`src/design/fded_pkg.sv`:
```
// Shared types and constants of the FAT directory entry decoder.
// Used by the controller, the datapath and the top level; depends on nothing.
`default_nettype none

package fded_pkg;

    // Defaults of the top-level parameters.
    localparam int NAME_BUFFER_BYTES_DEF   = 256;
    localparam int MAX_LONG_NAME_ORDER_DEF = 20;

    // Positions in the name buffer reach (31 - 1) * 13 + 12 = 402 at most.
    localparam int POS_W   = 9;
    localparam int ROW_W   = POS_W - 3;
    localparam int ORDER_W = 5;
    localparam int CHUNK_W = 5;
    localparam int LFN_CHARS = 13;

    localparam logic [7:0]  ATTR_LFN      = 8'h0F;
    localparam logic [7:0]  FIRST_DELETED = 8'hE5;
    localparam logic [7:0]  CHAR_SPACE    = 8'h20;
    localparam logic [7:0]  CHAR_DOT      = 8'h2E;
    localparam logic [15:0] UNIT_UNUSED   = 16'hFFFF;
    localparam int          LFN_START_BIT = 6;
    localparam int          ATTR_DIR_BIT  = 4;
    localparam logic [CHUNK_W-1:0] LAST_CHUNK = 5'd31;

    // Byte offsets of the thirteen UTF-16 units inside a long-name entry.
    localparam logic [4:0] LFN_UNIT_OFS [LFN_CHARS] = '{
        5'd1, 5'd3, 5'd5, 5'd7, 5'd9,
        5'd14, 5'd16, 5'd18, 5'd20, 5'd22, 5'd24,
        5'd28, 5'd30
    };

    // Commands from the controller to the datapath.
    typedef struct packed {
        logic cap;       // capture the accepted entry
        logic src_long;  // name comes from the long-name buffer (sampled with cap)
        logic clr_buf;   // clear the whole long-name buffer
        logic rd_lfn;    // read the current buffer row
        logic wr_lfn;    // write the merged row, then read the next one
        logic rd_chunk;  // read the row of the current chunk
        logic ld_out;    // load the current chunk into the result register
        logic ld_end;    // load the end-of-listing result
    } fded_cmd_t;

    // Status from the datapath to the controller.
    typedef struct packed {
        logic kind;
        logic first_zero;
        logic deleted;
        logic lfn;
        logic lfn_start;
        logic order_ok;
        logic row_is_end;
        logic chunk_last;
        logic out_free;
    } fded_status_t;

endpackage

`default_nettype wire

```
`src/design/fat_directory_entry_decoder.sv`:
```
// FAT directory entry decoder top level; uses fded_pkg, fded_ctrl and fded_datapath.
// A plain entry is captured, then each chunk of its name takes a RAM read and then a
// result load; a load waits while the result register is stalled. A start, deleted or
// ignored entry is only taken; an end marker then loads the end result; a long-name entry
// takes a read, then one write per buffer row touched (it is only taken with an order out
// of range). Reset clears the row valid bits and both flags at once.
`default_nettype none

module fat_directory_entry_decoder #(
    parameter int NAME_BUFFER_BYTES   = fded_pkg::NAME_BUFFER_BYTES_DEF,
    parameter int MAX_LONG_NAME_ORDER = fded_pkg::MAX_LONG_NAME_ORDER_DEF
) (
    input  wire logic        clk,
    input  wire logic        rst_n,
    // Entry channel.
    input  wire logic        entry_valid,
    output      logic        entry_stall,
    input  wire logic        kind,
    input  wire logic [63:0] entry_word0,
    input  wire logic [63:0] entry_word1,
    input  wire logic [63:0] entry_word2,
    input  wire logic [63:0] entry_word3,
    // Result channel.
    output      logic        result_valid,
    input  wire logic        result_stall,
    output      logic [63:0] name_chars,
    output      logic [4:0]  chunk_index,
    output      logic        is_directory,
    output      logic        end_of_directory,
    output      logic        last
);

    import fded_pkg::*;

    fded_cmd_t    cmd;
    fded_status_t status;

    // The controller sequences each entry: it takes a transfer only when idle,
    // walks the buffer rows that a long-name fragment touches, and steps the
    // chunks of a name through the result register.
    fded_ctrl u_ctrl (
        .clk         (clk),
        .rst_n       (rst_n),
        .entry_valid (entry_valid),
        .status      (status),
        .entry_stall (entry_stall),
        .cmd         (cmd)
    );

    // The datapath decodes the entry, owns the name buffer and the result
    // register. The result register parts the two channels, so a finished
    // chunk may wait for its transfer while the controller goes on.
    fded_datapath #(
        .NAME_BUFFER_BYTES   (NAME_BUFFER_BYTES),
        .MAX_LONG_NAME_ORDER (MAX_LONG_NAME_ORDER)
    ) u_datapath (
        .clk              (clk),
        .rst_n            (rst_n),
        .kind             (kind),
        .entry_word0      (entry_word0),
        .entry_word1      (entry_word1),
        .entry_word2      (entry_word2),
        .entry_word3      (entry_word3),
        .cmd              (cmd),
        .result_stall     (result_stall),
        .status           (status),
        .result_valid     (result_valid),
        .name_chars       (name_chars),
        .chunk_index      (chunk_index),
        .is_directory     (is_directory),
        .end_of_directory (end_of_directory),
        .last             (last)
    );

`ifndef SYNTHESIS
    // The end result is a single empty chunk that closes the run.
    a_end_result_shape: assert property (@(posedge clk) disable iff (!rst_n)
        result_valid && end_of_directory
        |-> last && name_chars == 64'h0 && chunk_index == 5'd0 && !is_directory)
        else $error("end result is not a single empty last chunk");

    // A chunk that is not the last one carries eight characters and no terminator.
    a_full_middle_chunk: assert property (@(posedge clk) disable iff (!rst_n)
        result_valid && !last
        |-> name_chars[7:0] != 8'h00 && name_chars[15:8] != 8'h00
            && name_chars[23:16] != 8'h00 && name_chars[31:24] != 8'h00
            && name_chars[39:32] != 8'h00 && name_chars[47:40] != 8'h00
            && name_chars[55:48] != 8'h00 && name_chars[63:56] != 8'h00)
        else $error("non-last chunk holds a terminator");

    // The controller never loads a chunk and the end result in the same cycle, and never
    // reads a chunk or loads a result while buffer rows are being read or written.
    a_exclusive_loads: assert property (@(posedge clk) disable iff (!rst_n)
        (cmd.ld_out || cmd.ld_end || cmd.rd_chunk)
        |-> !cmd.wr_lfn && !cmd.rd_lfn && !(cmd.ld_out && cmd.ld_end))
        else $error("conflicting datapath commands");
`endif

endmodule

`default_nettype wire

```
`src/design/fded_ram.sv`:
```
// Generic simple dual-port RAM with one write port and a registered read port.
// Stand-alone; no package needed.
`default_nettype none

module fded_ram #(
    parameter int WIDTH = 64,
    parameter int DEPTH = 32
) (
    input  wire logic                     clk,
    input  wire logic                     we,
    input  wire logic [$clog2(DEPTH)-1:0] waddr,
    input  wire logic [WIDTH-1:0]         wdata,
    input  wire logic                     re,
    input  wire logic [$clog2(DEPTH)-1:0] raddr,
    output      logic [WIDTH-1:0]         rdata
);

    logic [WIDTH-1:0] mem [DEPTH];
    logic [WIDTH-1:0] rdata_reg;

    always_ff @(posedge clk)
    begin
        if (we)
        begin
            mem[waddr] <= wdata;
        end
        if (re)
        begin
            rdata_reg <= mem[raddr];
        end
    end

    assign rdata = rdata_reg;

endmodule

`default_nettype wire

```
`src/design/fded_ctrl.sv`:
```
// Controller state machine of the FAT directory entry decoder.
// Depends on fded_pkg for the command and status structs.
`default_nettype none

module fded_ctrl (
    input  wire logic                   clk,
    input  wire logic                   rst_n,
    input  wire logic                   entry_valid,
    input  wire fded_pkg::fded_status_t status,
    output      logic                   entry_stall,
    output      fded_pkg::fded_cmd_t    cmd
);

    import fded_pkg::*;

    localparam logic [2:0] S_IDLE    = 3'd0;
    localparam logic [2:0] S_LFN_RD  = 3'd1;
    localparam logic [2:0] S_LFN_WR  = 3'd2;
    localparam logic [2:0] S_EMIT_RD = 3'd3;
    localparam logic [2:0] S_EMIT_LD = 3'd4;
    localparam logic [2:0] S_END_LD  = 3'd5;

    logic [2:0] state_reg, state_next;
    logic       pending_reg, pending_next;
    logic       done_reg, done_next;

    always_ff @(posedge clk or negedge rst_n)
    begin
        if (!rst_n)
        begin
            state_reg   <= S_IDLE;
            pending_reg <= 1'b0;
            done_reg    <= 1'b0;
        end
        else
        begin
            state_reg   <= state_next;
            pending_reg <= pending_next;
            done_reg    <= done_next;
        end
    end

    always_comb
    begin
        state_next   = state_reg;
        pending_next = pending_reg;
        done_next    = done_reg;
        cmd          = '0;
        entry_stall  = (state_reg != S_IDLE);

        case (state_reg)
            S_IDLE:
            begin
                if (entry_valid)
                begin
                    if (!status.kind)
                    begin
                        cmd.clr_buf  = 1'b1;
                        pending_next = 1'b0;
                        done_next    = 1'b0;
                    end
                    else if (!done_reg)
                    begin
                        if (status.first_zero)
                        begin
                            done_next  = 1'b1;
                            state_next = S_END_LD;
                        end
                        else if (status.deleted)
                        begin
                            pending_next = 1'b0;
                        end
                        else if (status.lfn)
                        begin
                            cmd.cap = 1'b1;
                            if (status.lfn_start)
                            begin
                                cmd.clr_buf  = 1'b1;
                                pending_next = 1'b1;
                            end
                            if (status.order_ok)
                            begin
                                state_next = S_LFN_RD;
                            end
                        end
                        else
                        begin
                            cmd.cap      = 1'b1;
                            cmd.src_long = pending_reg;
                            pending_next = 1'b0;
                            state_next   = S_EMIT_RD;
                        end
                    end
                end
            end
            S_LFN_RD:
            begin
                cmd.rd_lfn = 1'b1;
                state_next = S_LFN_WR;
            end
            S_LFN_WR:
            begin
                cmd.wr_lfn = 1'b1;
                if (status.row_is_end)
                begin
                    state_next = S_IDLE;
                end
            end
            S_EMIT_RD:
            begin
                cmd.rd_chunk = 1'b1;
                state_next   = S_EMIT_LD;
            end
            S_EMIT_LD:
            begin
                if (status.out_free)
                begin
                    cmd.ld_out = 1'b1;
                    state_next = status.chunk_last ? S_IDLE : S_EMIT_RD;
                end
            end
            S_END_LD:
            begin
                if (status.out_free)
                begin
                    cmd.ld_end = 1'b1;
                    state_next = S_IDLE;
                end
            end
            default:
            begin
                state_next = S_IDLE;
            end
        endcase
    end

endmodule

`default_nettype wire

```
`src/design/fded_datapath.sv`:
```
// Datapath of the FAT directory entry decoder: entry decode, name buffer,
// long-name merge, chunk formation and the result register.
// Depends on fded_pkg and instantiates fded_ram.
`default_nettype none

module fded_datapath #(
    parameter int NAME_BUFFER_BYTES   = fded_pkg::NAME_BUFFER_BYTES_DEF,
    parameter int MAX_LONG_NAME_ORDER = fded_pkg::MAX_LONG_NAME_ORDER_DEF
) (
    input  wire logic                   clk,
    input  wire logic                   rst_n,
    input  wire logic                   kind,
    input  wire logic [63:0]            entry_word0,
    input  wire logic [63:0]            entry_word1,
    input  wire logic [63:0]            entry_word2,
    input  wire logic [63:0]            entry_word3,
    input  wire fded_pkg::fded_cmd_t    cmd,
    input  wire logic                   result_stall,
    output      fded_pkg::fded_status_t status,
    output      logic                   result_valid,
    output      logic [63:0]            name_chars,
    output      logic [4:0]             chunk_index,
    output      logic                   is_directory,
    output      logic                   end_of_directory,
    output      logic                   last
);

    import fded_pkg::*;

    localparam int ROWS   = (NAME_BUFFER_BYTES + 7) / 8;
    localparam int RAM_AW = $clog2(ROWS);

    // Entry decode.
    logic [63:0]        ew [4];
    logic [7:0]         eb [32];
    logic [ORDER_W-1:0] order;
    logic [POS_W-1:0]   base_in;
    logic [POS_W-1:0]   end_pos_in;
    logic [7:0]         chars_in [LFN_CHARS];
    logic [15:0]        unit;
    logic [3:0]         nlen;
    logic [1:0]         elen;
    logic [4:0]         ext_ofs;
    logic [7:0]         sfn_in [16];

    assign ew[0] = entry_word0;
    assign ew[1] = entry_word1;
    assign ew[2] = entry_word2;
    assign ew[3] = entry_word3;

    always_comb
    begin
        for (int i = 0; i < 32; i++)
        begin
            eb[i] = ew[i / 8][(i % 8) * 8 +: 8];
        end
    end

    assign order      = eb[0][ORDER_W-1:0];
    assign base_in    = (POS_W'(order) - POS_W'(1)) * POS_W'(LFN_CHARS);
    assign end_pos_in = base_in + POS_W'(LFN_CHARS - 1);

    always_comb
    begin
        unit = '0;
        for (int i = 0; i < LFN_CHARS; i++)
        begin
            unit = {eb[LFN_UNIT_OFS[i] + 5'd1], eb[LFN_UNIT_OFS[i]]};
            if (unit == 16'h0000 || unit == UNIT_UNUSED)
            begin
                chars_in[i] = 8'h00;
            end
            else
            begin
                chars_in[i] = {1'b0, unit[6:0]};
            end
        end
    end

    // Short 8.3 name: trailing spaces trimmed, a dot only when an extension is left.
    always_comb
    begin
        nlen    = '0;
        elen    = '0;
        ext_ofs = '0;
        for (int k = 0; k < 8; k++)
        begin
            if (eb[k] != CHAR_SPACE)
            begin
                nlen = 4'(k + 1);
            end
        end
        for (int k = 0; k < 3; k++)
        begin
            if (eb[8 + k] != CHAR_SPACE)
            begin
                elen = 2'(k + 1);
            end
        end
        for (int i = 0; i < 16; i++)
        begin
            ext_ofs = 5'(i) - 5'(nlen) - 5'd1;
            if (4'(i) < nlen)
            begin
                sfn_in[i] = eb[i];
            end
            else if (elen != 2'd0 && 4'(i) == nlen)
            begin
                sfn_in[i] = CHAR_DOT;
            end
            else if (elen != 2'd0 && 4'(i) > nlen && ext_ofs < 5'(elen))
            begin
                sfn_in[i] = eb[8 + ext_ofs[1:0]];
            end
            else
            begin
                sfn_in[i] = 8'h00;
            end
        end
    end

    // Captured entry.
    logic [7:0]         chars_reg [LFN_CHARS];
    logic [POS_W-1:0]   base_reg;
    logic [ROW_W-1:0]   end_row_reg;
    logic               dir_reg;
    logic               src_long_reg;
    logic [127:0]       sfn_reg;
    logic [ROW_W-1:0]   row_reg, row_next;
    logic [CHUNK_W-1:0] chunk_reg, chunk_next;

    always_ff @(posedge clk)
    begin
        if (cmd.cap)
        begin
            for (int i = 0; i < LFN_CHARS; i++)
            begin
                chars_reg[i] <= chars_in[i];
            end
            for (int i = 0; i < 16; i++)
            begin
                sfn_reg[i * 8 +: 8] <= sfn_in[i];
            end
            base_reg     <= base_in;
            end_row_reg  <= end_pos_in[POS_W-1:3];
            dir_reg      <= eb[11][ATTR_DIR_BIT];
            src_long_reg <= cmd.src_long;
        end
    end

    always_comb
    begin
        row_next   = row_reg;
        chunk_next = chunk_reg;
        if (cmd.cap)
        begin
            row_next   = base_in[POS_W-1:3];
            chunk_next = '0;
        end
        else
        begin
            if (cmd.wr_lfn && !status.row_is_end)
            begin
                row_next = row_reg + ROW_W'(1);
            end
            if (cmd.ld_out)
            begin
                chunk_next = chunk_reg + CHUNK_W'(1);
            end
        end
    end

    always_ff @(posedge clk or negedge rst_n)
    begin
        if (!rst_n)
        begin
            row_reg   <= '0;
            chunk_reg <= '0;
        end
        else
        begin
            row_reg   <= row_next;
            chunk_reg <= chunk_next;
        end
    end

    // Name buffer: rows of eight bytes with one valid bit per row.
    logic [ROWS-1:0]   row_valid_reg;
    logic              rvalid_reg;
    logic [ROW_W-1:0]  rd_row;
    logic              rd_en;
    logic              rd_in_range;
    logic              wr_en;
    logic [63:0]       ram_rdata;
    logic [63:0]       rdata_eff;
    logic [63:0]       wdata;
    logic [POS_W-1:0]  pos;
    logic [POS_W-1:0]  off;
    logic              hit;

    always_comb
    begin
        if (cmd.rd_chunk)
        begin
            rd_row = ROW_W'(chunk_reg);
        end
        else if (cmd.wr_lfn)
        begin
            rd_row = row_reg + ROW_W'(1);
        end
        else
        begin
            rd_row = row_reg;
        end
    end

    assign rd_en       = cmd.rd_chunk || cmd.rd_lfn || (cmd.wr_lfn && !status.row_is_end);
    assign rd_in_range = (rd_row < ROW_W'(ROWS));
    assign wr_en       = cmd.wr_lfn && (row_reg < ROW_W'(ROWS));
    assign rdata_eff   = rvalid_reg ? ram_rdata : 64'h0;

    always_ff @(posedge clk or negedge rst_n)
    begin
        if (!rst_n)
        begin
            row_valid_reg <= '0;
            rvalid_reg    <= 1'b0;
        end
        else
        begin
            if (cmd.clr_buf)
            begin
                row_valid_reg <= '0;
            end
            else if (wr_en)
            begin
                row_valid_reg[row_reg[RAM_AW-1:0]] <= 1'b1;
            end
            if (rd_en)
            begin
                rvalid_reg <= rd_in_range && row_valid_reg[rd_row[RAM_AW-1:0]];
            end
        end
    end

    // Merge the captured characters into the row that was just read.
    always_comb
    begin
        pos   = '0;
        off   = '0;
        hit   = 1'b0;
        wdata = rdata_eff;
        for (int b = 0; b < 8; b++)
        begin
            pos = {row_reg, 3'(b)};
            off = pos - base_reg;
            hit = (pos >= base_reg) && (off < POS_W'(LFN_CHARS))
                  && (pos < POS_W'(NAME_BUFFER_BYTES - 1));
            if (hit)
            begin
                wdata[b * 8 +: 8] = chars_reg[off[3:0]];
            end
        end
    end

    fded_ram #(
        .WIDTH (64),
        .DEPTH (ROWS)
    ) u_name_ram (
        .clk   (clk),
        .we    (wr_en),
        .waddr (row_reg[RAM_AW-1:0]),
        .wdata (wdata),
        .re    (rd_en),
        .raddr (rd_row[RAM_AW-1:0]),
        .rdata (ram_rdata)
    );

    // Chunk formation: bytes from the first zero on read as zero.
    logic [63:0] src;
    logic [63:0] chunk_masked;
    logic        keep;
    logic        zero_seen;

    always_comb
    begin
        src          = src_long_reg ? rdata_eff : sfn_reg[chunk_reg[0] * 64 +: 64];
        chunk_masked = '0;
        keep         = 1'b1;
        for (int b = 0; b < 8; b++)
        begin
            if (src[b * 8 +: 8] == 8'h00)
            begin
                keep = 1'b0;
            end
            chunk_masked[b * 8 +: 8] = keep ? src[b * 8 +: 8] : 8'h00;
        end
        zero_seen = !keep;
    end

    // Result register.
    logic        result_valid_reg;
    logic [63:0] name_chars_reg;
    logic [4:0]  chunk_index_reg;
    logic        is_directory_reg;
    logic        end_of_directory_reg;
    logic        last_reg;

    always_ff @(posedge clk or negedge rst_n)
    begin
        if (!rst_n)
        begin
            result_valid_reg <= 1'b0;
        end
        else if (cmd.ld_out || cmd.ld_end)
        begin
            result_valid_reg <= 1'b1;
        end
        else if (!result_stall)
        begin
            result_valid_reg <= 1'b0;
        end
    end

    always_ff @(posedge clk)
    begin
        if (cmd.ld_out)
        begin
            name_chars_reg       <= chunk_masked;
            chunk_index_reg      <= chunk_reg;
            is_directory_reg     <= dir_reg;
            end_of_directory_reg <= 1'b0;
            last_reg             <= status.chunk_last;
        end
        else if (cmd.ld_end)
        begin
            name_chars_reg       <= 64'h0;
            chunk_index_reg      <= '0;
            is_directory_reg     <= 1'b0;
            end_of_directory_reg <= 1'b1;
            last_reg             <= 1'b1;
        end
    end

    assign result_valid     = result_valid_reg;
    assign name_chars       = name_chars_reg;
    assign chunk_index      = chunk_index_reg;
    assign is_directory     = is_directory_reg;
    assign end_of_directory = end_of_directory_reg;
    assign last             = last_reg;

    // Status.
    always_comb
    begin
        status.kind       = kind;
        status.first_zero = (eb[0] == 8'h00);
        status.deleted    = (eb[0] == FIRST_DELETED);
        status.lfn        = (eb[11] == ATTR_LFN);
        status.lfn_start  = eb[0][LFN_START_BIT];
        status.order_ok   = (order != '0) && (order <= ORDER_W'(MAX_LONG_NAME_ORDER));
        status.row_is_end = (row_reg == end_row_reg);
        status.chunk_last = zero_seen || (chunk_reg == LAST_CHUNK);
        status.out_free   = !result_valid_reg || !result_stall;
    end

endmodule

`default_nettype wire

```
`config.mk`:
```
export PLATFORM = sky130hd
export DESIGN_NAME = fat_directory_entry_decoder
export DESIGN_NICKNAME = d
export VERILOG_FILES = /design/src/design/fded_pkg.sv /design/src/design/fat_directory_entry_decoder.sv /design/src/design/fded_ram.sv /design/src/design/fded_ctrl.sv /design/src/design/fded_datapath.sv
export SDC_FILE = /design/constraint.sdc
export NUM_CORES = 2
export LEC_CHECK = 0
export ABC_CLOCK_PERIOD_IN_PS = 8650
export BUFFER_PORTS_ARGS = -buffer_cell sky130_fd_sc_hd__clkbuf_2
export CELL_PAD_IN_SITES_DETAIL_PLACEMENT = 0
export CELL_PAD_IN_SITES_GLOBAL_PLACEMENT = 1
export CORE_MARGIN = 8
export CORE_UTILIZATION = 40
export CTS_BUF_LIST = sky130_fd_sc_hd__clkbuf_4
export DETAILED_ROUTE_END_ITERATION = 7
export GPL_ROUTABILITY_DRIVEN = 0
export PLACE_DENSITY = 0.67
export REMOVE_ABC_BUFFERS = 1
export SYNTH_ARGS = -nofsm -noshare
export SYNTH_HDL_FRONTEND = slang
export SYNTH_SLANG_ARGS = --single-unit
export TNS_END_PERCENT = 100
```
`constraint.sdc`:
```
create_clock -name clk -period 8.65 [get_ports clk]
set_clock_uncertainty 0.15 [all_clocks]
set_input_delay 0.4325 -clock clk [delete_from_list [all_inputs] [get_ports clk]]
set_output_delay 0.4325 -clock clk [all_outputs]
set_load 0.005 [all_outputs]
```
Word-level counts from Yosys, hierarchy flattened
Memory sizes are Yosys's and may differ from the RTL's. A register that Yosys moved wholly into a read port is not among the register bits.
Index checks and enable logic that the tools add are counted.

word-level totals
  register bits = 267
  latch bits = 0
  RAM bits = 2139
  bits in read-only memories = 0
  input port bits = 261
  word-level logic and storage cells = 591
  memories = 2

cells by class
  add/subtract/negate cells = 60
  $mul = 1
  div/mod/pow operators = 0
  order comparisons = 94
  eq/ne operators = 60
  shift-type cells = 1
  multiplexer cells = 209
  bitwise logic cells = 20
  reductions and logical operators = 126

memory list
  name                       words  bits a word  read ports  clocked after memory_dff  wr ports  RTL line              RTL
  u_datapath.u_name_ram.mem  32     64           1           1                         1         fded_ram.sv:18        logic [WIDTH-1:0] mem [DEPTH];
  u_datapath.chars_reg       13     7            8           0                         13        fded_datapath.sv:123  logic [7:0] chars_reg [LFN_CHARS];

operator list
  kind                  number
  $mux 8                96
  $bmux 8 s5            16
  $ge 33x6->1 const B   16
  $not 32->33           16
  $mux 64               4
  $eq 16x16->1 const B  13
  $logic_not 16->1      13
  $shiftx 128x8->64     1
  $mux 7                13
  $ne 8x6->1 const B    11
  $add 4x2->5 const A   16
  $lt 5x2->1            16
  $sub 5x1->5 const B   16
  $ge 9x9->1            8
  $logic_not 8->1       9
  $lt 9x4->1 const B    8
  $lt 9x8->1 const B    8
  $sub 9x9->9           8
  $logic_and 1x1->1     69
  $mux 32               2
  $mux 3                19
  $mux 1                41
  $sub 4x4->5 const A   8
  $eq 4x4->1 const A    8
  other kinds (55)      136

Depth between registers and ports, before layout
  word-level depth = 19
  gate-level depth with buffers = 16

Modules after synthesis
Synthesis repeated with hierarchy kept, for this count alone.

unflattened totals
  cells, all modules = 5361
  area total of the unflattened synthesis = 104162.4 um2

by module, submodules not included
  module         instances  cells an instance  area each (um2)  sequential area each (um2)
  fded_ram       1          3096               79605.1          63420.8
  fded_datapath  1          2213               24121.9          10364.9
  fded_ctrl      1          52                 435.4            125.1

Worst setup path before layout
Ideal clock, no wire load.

  kind = register -> register
  start point = register u_ctrl.state_reg[0]
  end point = register u_datapath.row_reg[0]
  arrival = 8.656 ns
  data required time = 8.070 ns
  path slack = -0.586 ns
  cell stages (with the launch flop) = 7
  cells stage by stage = dfrtp_1 buf_2 nor3_1 inv_1 nor4_1 clkbuf_1 a21oi_1

RTL lines
  element                 RTL line              RTL
  from (decl)             fded_ctrl.sv:23       logic [2:0] state_reg, state_next;
  from (signal assigned)  fded_ctrl.sv:37       state_reg <= state_next;
  to (signal assigned)    fded_datapath.sv:182  row_reg <= row_next;
  to (decl)               fded_datapath.sv:129  logic [ROW_W-1:0] row_reg, row_next;

==> summary.txt <==
Routing
  • Drt drc: 1
  • DR WL/cell: 28.5 µm
  • Number of detailed-route iterations in the first pass: 8
  • 1st-iter DRT viols: 9897
  • Vias per inst: 5.81
  • Final WL: 386 mm
  • Total vias in the final route: 78600
  • Routed Antenna Nets: 0

Yosys
  • Most frequent cells after synthesis: edfxtp_1 (2419), nand2_1 (2210), nand3_1 (1064)
  • Post-synthesis cell type count: between 80 and 90
  • Yosys top cell area share: 0.677
  • #FFs+latches synth: ~2500
  • Post-synth ARST share: 0.0202
  • Top_reg_cell synth: edfxtp_1
  • Most frequent cell after synthesis: edfxtp_1
  • Sequential area share after synthesis: 0.688
  • Synth Instances: roughly 8500
  • Mapped Area: 107000 µm²
  • Post-synth top area cell: edfxtp_1
  • EDFF count, synth: between 2000 and 2500
  • Yosys warns: 0
  • Synth Area per Inst: 12.7 µm²
  • Synth area leaders: edfxtp_1 (68%), nand2_1 (7.7%), nand3_1 (5.0%)

Layout
  • Final #Nets: 9807
  • Layout cell share with drive strength beyond 1: 0.177
  • Area grow syn2layout: 17.2%
  • Final Util: 0.470
  • Max reg flops: between 2000 and 2500

Global routing
  • Largest net degree at the start of global routing: 160
  • GRT Residual Overflow: 0
  • First-pass GRT wire length: ~540 mm
  • Global Route Usage Sum: 0.260
  • Vias in the first global route: 74700
  • Initial antenna violation count: 71

Timing
  • Fmax: 155 MHz
  • Hold_ws: 118 ps
  • RSZ-0062 raised after global routing: no
  • Worst slew pin tran: 1370 ps
  • Slew Viols, Final: 0
  • Worst slew margin: 0.0751
  • Final Hold Violating Endpoints: 0
  • Final setup vio count: 0
  • Crit path time final: 6470 ps
  • Final worst path period share: 0.748

Clock network
  • CTS tree: done
  • Clk slew on worst S/H paths: 70 ps
  • Clock root buffer: clkbuf_4
  • TritonCTS Buffers: 650
  • H-tree Lvls: 6
  • Clock Latency Late Sink: 1420 ps
  • Setup Buffers After CTS: 0
  • Number of buffers on the longest clock path: 4
  • Clock sinks: 2470

Pwr
  • Leakage: between 40 and 50 nW
  • Pwr dens: 365 nW/µm²
  • VDD IR max: 453 µV

Worst hold path
  • Hold Path Class: input port to flip-flop

Critical path
  • CP delay by family, top: buffers and inverters
  • Worst path most repeated cell: dlygate4sd3_1
  • Buf/Inv on CP: 9
  • CP Max Fanout: 46
  • Setup crit end kind: flip-flop
  • Largest stage delay, worst path: 770 ps
  • R2R Setup Slk: 3060 ps
  • Critical Path RT: slightly below 10000 ps
  • Crit path cell chain: dlygate4sd3_1 -> clkbuf_2 -> dlygate4sd3_1 -> inv_1 -> ha_1 -> nor4b_1 -> and3_1 -> o21ai_0 -> a21o_1 -> inv_2 -> mux2i_1 -> dlygate4sd3_1 -> mux2i_1 -> dlygate4sd3_1 -> nand2_1 -> dlygate4sd3_1 -> a21boi_1 -> dlygate4sd3_1
  • CP startpoint kind: input port
  • Slowest cell on crit path: inv_2
  • Critical path class: input port to flip-flop
  • Critical Path AT: 7580 ps

Placement
  • Detailed placer's ending HPWL: 214 mm
  • Port buffer count: 302

Floorplanning
  • Rows: 190
  • Die width: 534 µm
  • Starting density of the core: 0.401
  • IO Pins: 335
  • CORE AREA: 267000 µm²
  • Die ar.: 285000 µm²
  • Die height: 534 µm

Status
  • Status: finished with violations
  • Violated checks: design-rule violations

Job
  • Max-cap violations: 0
tightest hold or removal path, stage by stage:
cell and delay (ps):
dlygate4sd3_1 640, clkbuf_2 180, nor4_1 110, a21boi_0 170, o21ai_0 90
path summary, 6_finish.rpt:
path,start,to,cells after the start
hold reg to reg,u_datapath.row_valid_reg[25],u_datapath.row_valid_reg[25],2
min in group asynchronous,rst_n,u_datapath.chunk_reg[2],4
setup reg to reg,u_datapath.chunk_reg[0],u_datapath.name_chars[41],8
hold / removal,entry_word0[5],u_ctrl.state_reg[2],5
max in group asynchronous,rst_n,u_datapath.chunk_reg[0],4
setup / recovery,entry_word0[1],u_datapath.sfn_reg[13],18
cells by family after synthesis:
logic type / Yosys count / synth area share
AO/OA/AOI/OAI: 734 / 0.0491
XOR/XNOR: 76 / 0.00634
adder cells (fa/ha/maj): 57 / 0.00706
buffers and inverters: 590 / 0.0229
flip-flops: 2470 / 0.688
multiplexers: 338 / 0.0489
AND/OR/NAND/NOR: 4197 / 0.177
per-layer routing:
metal	GRT usage	vias up	part of all wire
met5	0	-	0.00025
met4	0.118	14	0.047
met3	0.0563	797	0.10
met2	0.398	4572	0.45
met1	0.357	39300	0.40
li1	-	33900	-
per-stage QoR:
| step | power, W | setup slack [ps] | TNS, ps | cell area [µm²] | cells |
|---|---|---|---|---|---|
| floorplan | 0.0265 | -28720 | -6142740 | 105000 | 7920 |
| global route | 0.0483 | 2080 | 0 | 126000 | 13500 |
| detailed placement | 0.0357 | 3160 | 0 | 113000 | 11900 |
| finish | 0.0459 | 2180 | 0 | 126000 | 13500 |
| CTS | 0.0459 | 2380 | 0 | 126000 | 13500 |
| global placement | 0.0355 | 3220 | 0 | 113000 | 11900 |
final cells by class:
type / count / area, µm²
flip-flops and latches: 2470 / 73900
well taps: 3552 / 4440
fillers: 24000 / 142000
clock inverters: 161 / 971
multi-input cells: 5402 / 31400
inverters: 48 / 181
clock buffers: 952 / 7150
diodes: 38 / 95.1
repair buffers: 917 / 7670
power breakdown:
group	internal (W)	switching (W)	leakage [nW]
clock	0.00519	0.00490	4.82
sequential	0.0150	0.000519	23.0
combinational	0.00595	0.0144	17.3
total	0.0261	0.0198	45.2
what timing repair did:
item,CTS,global route
gates resized for setup,0,0
hold buffers,466,0
hold endpoints to repair,476,0
endpoints found under the setup margin,0,0
layout by cell type, fill, tap and decap left out, types with 11 or more instances in the layout:
cell / instances
a211oi_1: 68
a21o_1: 33
a21oi_1: 76
a311oi_1: 133
a31oi_1: 142
a32o_1: 64
and2_1: 177
and3_1: 228
buf_12: 30
buf_4: 118
clkbuf_2: 302
clkbuf_4: 953
clkinv_1: 99
clkinv_2: 14
dfrtp_1: 48
diode_2: 38
dlygate4sd3_1: 466
edfxtp_1: 2419
ha_1: 50
inv_1: 42
inv_6: 13
mux2_1: 14
mux2_2: 51
mux2i_1: 124
mux4_2: 140
nand2_1: 2210
nand2b_1: 14
nand3_1: 1064
nand3b_1: 11
nand4_1: 70
nor2_1: 158
nor2_4: 35
nor2b_1: 59
nor3_1: 43
nor4_1: 69
o21ai_0: 99
o21ai_1: 41
xnor2_1: 44
xor2_1: 28
Note: power is estimated with default switching activity, not from simulation.
